File: src/design/bpl_pkg.sv
`timescale 1ns / 1ps
`default_nettype none
// ----------------------------------------------------------------------------
// bpl_pkg
// Shared types and constants of the partition-tree point locator.
// ----------------------------------------------------------------------------
package bpl_pkg;

    localparam int NODES     = 4096;
    localparam int MAX_DEPTH = 64;

    localparam int NODE_AW  = (NODES > 1) ? $clog2(NODES) : 1;
    localparam int DEPTH_W  = (MAX_DEPTH > 1) ? $clog2(MAX_DEPTH) : 1;
    localparam int COUNT_W  = 13;
    localparam int INDEX_W  = 12;
    localparam int COORD_W  = 32;
    localparam int CHILD_W  = 16;
    localparam int SUB_W    = 15;

    // Packed input word layout, lowest field first
    localparam int S_DATA_W     = 240;
    localparam int OFS_INDEX    = 0;
    localparam int OFS_LINE_X   = 12;
    localparam int OFS_LINE_Y   = 44;
    localparam int OFS_LINE_DX  = 76;
    localparam int OFS_LINE_DY  = 108;
    localparam int OFS_FRONT    = 140;
    localparam int OFS_BACK     = 156;
    localparam int OFS_POINT_X  = 172;
    localparam int OFS_POINT_Y  = 204;

    localparam int M_DATA_W = 16;

    // Request kinds carried in s_tuser
    localparam logic REQ_WRITE = 1'b0;
    localparam logic REQ_QUERY = 1'b1;

    // One node entry: origin, direction, links
    localparam int NODE_W = 4 * COORD_W + 2 * CHILD_W;

    // Classified item; pos_x/pos_y hold the line origin for a write and
    // the query point for a query
    typedef struct packed {
        logic                      kind;
        logic [INDEX_W-1:0]        node_index;
        logic signed [COORD_W-1:0] pos_x;
        logic signed [COORD_W-1:0] pos_y;
        logic signed [COORD_W-1:0] line_dx;
        logic signed [COORD_W-1:0] line_dy;
        logic [CHILD_W-1:0]        child_front;
        logic [CHILD_W-1:0]        child_back;
    } item_t;

    typedef struct packed {
        logic signed [COORD_W-1:0] dy;
        logic signed [COORD_W-1:0] dx;
        logic signed [COORD_W-1:0] y;
        logic signed [COORD_W-1:0] x;
        logic [CHILD_W-1:0]        back;
        logic [CHILD_W-1:0]        front;
    } node_t;

endpackage
`default_nettype wire

File: src/design/bpl_front.sv
`timescale 1ns / 1ps
`default_nettype none
// ----------------------------------------------------------------------------
// bpl_front
// Accepts input words, sorts them into node writes and point queries and
// holds them in a two-entry queue for the walker.
// ----------------------------------------------------------------------------
module bpl_front (
    input  wire logic                           aclk,
    input  wire logic                           aresetn,
    input  wire logic                           s_tvalid,
    output logic                                s_tready,
    input  wire logic [bpl_pkg::S_DATA_W-1:0]   s_tdata,
    input  wire logic                           s_tuser,
    output logic                                q_valid,
    output bpl_pkg::item_t                      q_item,
    input  wire logic                           q_pop
);

    bpl_pkg::item_t entry_reg [2];
    logic           wr_ptr_reg, wr_ptr_next;
    logic           rd_ptr_reg, rd_ptr_next;
    logic [1:0]     fill_reg, fill_next;
    bpl_pkg::item_t in_item;
    logic           push;
    logic           pop;

    always_comb begin
        in_item             = '0;
        in_item.kind        = s_tuser;
        in_item.node_index  = s_tdata[bpl_pkg::OFS_INDEX +: bpl_pkg::INDEX_W];
        in_item.line_dx     = s_tdata[bpl_pkg::OFS_LINE_DX +: bpl_pkg::COORD_W];
        in_item.line_dy     = s_tdata[bpl_pkg::OFS_LINE_DY +: bpl_pkg::COORD_W];
        in_item.child_front = s_tdata[bpl_pkg::OFS_FRONT +: bpl_pkg::CHILD_W];
        in_item.child_back  = s_tdata[bpl_pkg::OFS_BACK +: bpl_pkg::CHILD_W];
        // a query only needs the point; a write only the line origin
        if (s_tuser == bpl_pkg::REQ_QUERY) begin
            in_item.pos_x = s_tdata[bpl_pkg::OFS_POINT_X +: bpl_pkg::COORD_W];
            in_item.pos_y = s_tdata[bpl_pkg::OFS_POINT_Y +: bpl_pkg::COORD_W];
        end else begin
            in_item.pos_x = s_tdata[bpl_pkg::OFS_LINE_X +: bpl_pkg::COORD_W];
            in_item.pos_y = s_tdata[bpl_pkg::OFS_LINE_Y +: bpl_pkg::COORD_W];
        end
    end

    assign s_tready = (fill_reg != 2'd2);
    assign push     = s_tvalid && s_tready;
    assign q_valid  = (fill_reg != 2'd0);
    assign pop      = q_pop && q_valid;
    assign q_item   = entry_reg[rd_ptr_reg];

    always_comb begin
        wr_ptr_next = push ? ~wr_ptr_reg : wr_ptr_reg;
        rd_ptr_next = pop ? ~rd_ptr_reg : rd_ptr_reg;
        fill_next   = fill_reg;
        if (push && !pop) begin
            fill_next = fill_reg + 2'd1;
        end else if (pop && !push) begin
            fill_next = fill_reg - 2'd1;
        end
    end

    always_ff @(posedge aclk) begin
        if (!aresetn) begin
            wr_ptr_reg <= 1'b0;
            rd_ptr_reg <= 1'b0;
            fill_reg   <= 2'd0;
        end else begin
            wr_ptr_reg <= wr_ptr_next;
            rd_ptr_reg <= rd_ptr_next;
            fill_reg   <= fill_next;
        end
    end

    always_ff @(posedge aclk) begin
        if (push) begin
            entry_reg[wr_ptr_reg] <= in_item;
        end
    end

endmodule
`default_nettype wire

File: config.mk
export PLATFORM = sky130hd
export DESIGN_NAME = bpl_front
export DESIGN_NICKNAME = d
export VERILOG_FILES = /design/src/design/bpl_pkg.sv /design/src/design/bpl_front.sv
export SDC_FILE = /design/constraint.sdc
export NUM_CORES = 1
export LEC_CHECK = 0
export BUFFER_PORTS_ARGS = -buffer_cell sky130_fd_sc_hd__buf_2
export CORE_AREA = 2 2 228 230
export CTS_CLUSTER_DIAMETER = 40
export DETAILED_ROUTE_END_ITERATION = 6
export DIE_AREA = 0 0 230 232
export HOLD_SLACK_MARGIN = 0.12
export PLACE_DENSITY = 0.53
export SLEW_MARGIN = 20
export SYNTH_ARGS = -nofsm -noshare
export SYNTH_HDL_FRONTEND = slang
export SYNTH_SLANG_ARGS = --single-unit
File: constraint.sdc
create_clock -name aclk -period 6.15 [get_ports aclk]
set_clock_uncertainty 0.15 [all_clocks]
set_input_delay 1.5375 -clock aclk [delete_from_list [all_inputs] [get_ports aclk]]
set_output_delay 1.5375 -clock aclk [all_outputs]
set_load 0.05 [all_outputs]
# [After elaboration in Yosys (flattened, before gate mapping)]
# Memories as Yosys holds them, arrays and structs flattened. A register that Yosys moved wholly into a read port is not among the register bits.
# Cells that the tools add are included.
[op_classes] eq_ne=1 bitwise_logic=2 addsub=2 muxes=7 reduce_logical=8
[ops] operator="$mux W64" n=1
[ops] operator="$logic_and A1 B1 Y1" n=4
[ops] operator="$mux W1" n=4
[ops] operator="$mux W2" n=2
[ops] operator="$reduce_bool A2 Y1" n=2
[ops] operator="$add A2 B1 Y2 const B" n=1
[ops] operator="$logic_not A1 Y1" n=2
[ops] operator="$ne A2 B2 Y1 const B" n=1
[ops] operator="$not A1 Y1" n=2
[ops] operator="$sub A2 B1 Y2 const B" n=1
[word_totals] elab_cells=24 regBits=4 in_bits=245 mem_bits_rw=346 mem_count=1 out_inout_bits=175
[memory_table] name="entry_reg" depth=2 word_bits=173 rd=1 rd_clocked_by_memory_dff=1 wr=1 line="bpl_front.sv:20" rtl="bpl_pkg::item_t entry_reg [2];"

# [Logic depth before layout (Yosys ltp)]
[depth] depth_word=6 mapped_depth=6 ltp_nobuf=6

# [Least setup slack after synthesis]
# No wires, ideal clock.
[synth_path] kind="input to register" start="in s_tvalid" end="mem entry_reg[1][0] in the netlist's numbering, enable pin" t_arrival_ps=5548 path_slack_ps=-103 cell_stages=1 setup_time_ps=555 required_ps=5445 path_buffers=0 cell_sequence="and3_1"
[synth_between] elab_chain_cells=3
[synth_lines] item="start, declared" line="bpl_front.sv:11" rtl="input wire logic s_tvalid,"
[synth_lines] item="$logic_and A1 B1 Y1" line="bpl_front.sv:47" rtl="assign push = s_tvalid && s_tready;"
[synth_lines] item="$mux W1" line="bpl_front.sv:76" rtl="if (push) begin"
[synth_lines] item="$mux W1 (implied by the code)" line="bpl_front.sv:77" rtl="entry_reg[wr_ptr_reg] <= in_item;"
[synth_lines] item="end, declared" line="bpl_front.sv:20"
# Every way passes these cells.

==> results list <==
* Via count of the first global-routing pass: 7630
- The analysis attributes to cell leakage a power of 6.81 nW.
* Setup Viol. Count Final: 0
- The initialized floorplan defines 83 standard-cell rows.
* Clock buffer count from CTS: 57
- Library cell with the largest summed area after synthesis: edfxtp_1
- Summing over every cut layer, the via total after detailed routing is 7398.
- Area of the die: 53400 µm²
* Cells traversed along the worst timing path: buf_4 -> mux2_2 -> buf_2
- Signal arrival time at the worst endpoint: 2.59 ns
* Element type at the critical path end: primary output
* Worst Setup Path Type: reg -> out
- Setup repair after global routing missed its margin: false
- Summed over all nets, the half-perimeter wirelength after detailed placement is 19900 µm.
* Post-route standard cell area excluding fillers: 18200 µm²
- The initial antenna violation count came to 3.
* Final hold viol count: 0
- The largest individual stage delay along the critical path comes from the cell dfxtp_4.
- VDD sags by at most 0.239 mV.
* Proportion of synthesized chip area in sequential cells: 0.774
- Starting density of the core: 0.266
* Ratio of cells with drive above 1 in the final layout: 0.672
* Launch point of the worst hold path: rd_ptr_reg
* Area fraction of the dominant cell type after synthesis: 0.766
- Timing would allow up to 234 MHz.
* Buffers inserted during post-CTS setup optimization: 0
- The count of buffers added on input and output ports is 415.
* Number of distinct library cell variants in the gate-level netlist after synthesis: 21
* Tmin final: 4.28 ns
* Aggregate global-route resource usage: 0.109
- Measured along the x axis, the die boundary spans 230 µm.
- Worst slew margin: 0.408
* Root buf cell: clkbuf_16
- Number of warnings reported in the yosys synthesis log: 0
- In this run, synthesis produced a sequential element count of 351.
- The worst hold path belongs to the class reg -> reg.
* Layout area overhead: 34.5%
- Clock tree synthesis found a total of 351 sinks.
* Post-detailed-route wirelength per cell: 16.6 µm
- Startpoint types: flop
- Routability congestion estimate: 0.711
* I/O pin total: 420
- The clock tree synthesis step divided the H-tree into 2 levels.
* Final total negative setup slack: 0 ns
- Required time reported for the critical path endpoint: 4.46 ns
* Flip-flop count of the largest register after layout: 346
* Source of the worst register-to-register timing path: fill_reg[0]
- Status: complete, no violations
* Remaining antenna violation count: 0
- Gr ovfl total: 0
* Overall routed net length: 30100 µm
- Detailed routing placed a total of 2980 µm of wire on met3.
* Cell Pwr Density: 489 nW/µm²
- The detailed router finished its first iteration with 258 violations.
- TritonCTS built the clock tree.
* Sum of met2 wire segment lengths after detailed routing: 14800 µm
- At the pin with the least slew margin, the transition time is 0.888 ns.
- The endpoint identified for the worst register-to-register timing path is entry_reg[1][35].
* Cts hold-fix bufs: 0
* First-pass GRT wire length: 44000 µm
- The first detailed-routing pass took 4 iterations.
- The cell area that synthesis handed to floorplanning was 13600 µm².
* Setup slack of the worst register-to-register path: 3.74 ns
* Count of final max-slew check failures: 0
* Clock transition time at the flip-flop clock pins of the worst setup and hold paths: 0.05 ns
- Max Cap Viol: 0
- Final core occ: 0.358
* Commonest non-fill, non-tap cell in the layout: buf_2
- The die is 232 µm tall.
* Number of instances on the worst hold path: 2
* Detailed-routing wirelength on met1: 11600 µm
- Post-CTS repair changed the size of 0 cells.
- In the layout the commonest cells are buf_2 (415), edfxtp_1 (346), mux2_2 (237).
* Net count reported at finish: 1336
* Instance area after placement: 16300 µm²
- Clock Latency Late Sink: 0.58 ns
- Dividing the final minimum period by the clock period gives 0.695.
* Clock Tree Buf Depth: 3
* Residual DRC: 0
- Mean cell area of the mapped netlist: 21.4 µm²
- Yosys attributes the largest share of cell area to edfxtp_1 (77%), mux2_2 (20%), buf_6 (1.4%), dfxtp_1 (0.74%), buf_4 (0.44%).
* Instance count of the mapped netlist: 633
* Post-synthesis net count: 879
- For the worst flop-to-flop path, the logic depth is 3.
- The largest single stage delay on the critical path is 0.80 ns.
- The highest layer touched by signal routing is met5.
* Vias/cell: 4.06
- Along the worst path, the maximum fanout reaches 45.
- Pin count of the biggest net entering global routing: 103
* Placeable core area: 50900 µm²
==> per-stage QoR <==
step | power, mW | hold slack (ns) | worst slack (ns) | cells
after CTS | 9.06 | 0.416 | 1.73 | 1818
after global placement | 5.92 | 0.376 | 2.39 | 1711
after floorplan | 5.34 | 0.362 | 0.499 | 633
final | 8.91 | 0.419 | 1.87 | 1820
after global routing | 9.28 | 0.443 | 1.66 | 1819
after detailed placement | 5.93 | 0.402 | 2.39 | 1711
==> worst max-delay path by stage <==
stage	from	endpoint
after global routing	flop	q_item[91]
after floorplan	s_tvalid	entry_reg[0][0]
after global placement	flop	q_item[78]
after CTS	flop	q_item[91]
after detailed placement	flop	q_item[91]
final	flop	q_item[91]
==> worst max-delay path, delay by kind of cell, from the launching register on <==
kind / cells / cell delay (ns)
buf+inv: 2 / 0.77
flops: 1 / 0.80
mux: 1 / 0.41
==> power by group <==
| group | total [mW] | leakage (nW) | internal (mW) | switching [mW] |
|---|---|---|---|---|
| sequential | 3.11 | 3.27 | 3.00 | 0.107 |
| combinational | 2.72 | 2.63 | 0.755 | 1.97 |
| clock | 3.07 | 0.909 | 1.91 | 1.16 |
==> synthesized netlist by cell type <==
| library cell | n |
|---|---|
| edfxtp_1 | 346 |
| mux2_2 | 237 |
| buf_6 | 17 |
| buf_4 | 8 |
| dfxtp_1 | 5 |
| and2_1 | 4 |
| xnor2_1 | 2 |
| a21bo_2 | 1 |
| a21boi_0 | 1 |
| a21boi_1 | 1 |
| and3_1 | 1 |
| buf_2 | 1 |
| ha_1 | 1 |
| inv_1 | 1 |
| nand2b_4 | 1 |
| nand3b_1 | 1 |
| o21ai_0 | 1 |
| o21ai_1 | 1 |
| or2_2 | 1 |
| or3_1 | 1 |
| xor2_1 | 1 |
==> cell families (layout without fill, tap and decap cells) <==
kind of cell    Yosys count  count (layout)  synth area share
compound gates            5               5           0.00258
xor+xnor                  3               3           0.00194
fa+ha+maj                 1               1          0.000923
buf+inv                  27             532            0.0192
flops                   351             351             0.774
mux                     237             237             0.197
other cells               0               2                 0
simple gates              9               9           0.00480
==> cell type report <==
| cell class | instances | area (µm²) |
|---|---|---|
| Clock inverter | 42 | 420 |
| Clock buffer | 65 | 1460 |
| Antenna cell | 2 | 5.00 |
| Multi-Input combinational cell | 255 | 2810 |
| Timing Repair Buffer | 424 | 2180 |
| Inverter | 1 | 8.76 |
| Tap cell | 680 | 851 |
| Fill cell | 4921 | 32700 |
| Sequential cell | 351 | 10500 |
==> metal layers <==
metal  vias up  track usage
met5         -            0
met2       294        0.184
li1       3459            -
met3        54       0.0474
met4         4       0.0385
met1      3587        0.123
Note: power is estimated with default switching activity, not from simulation.
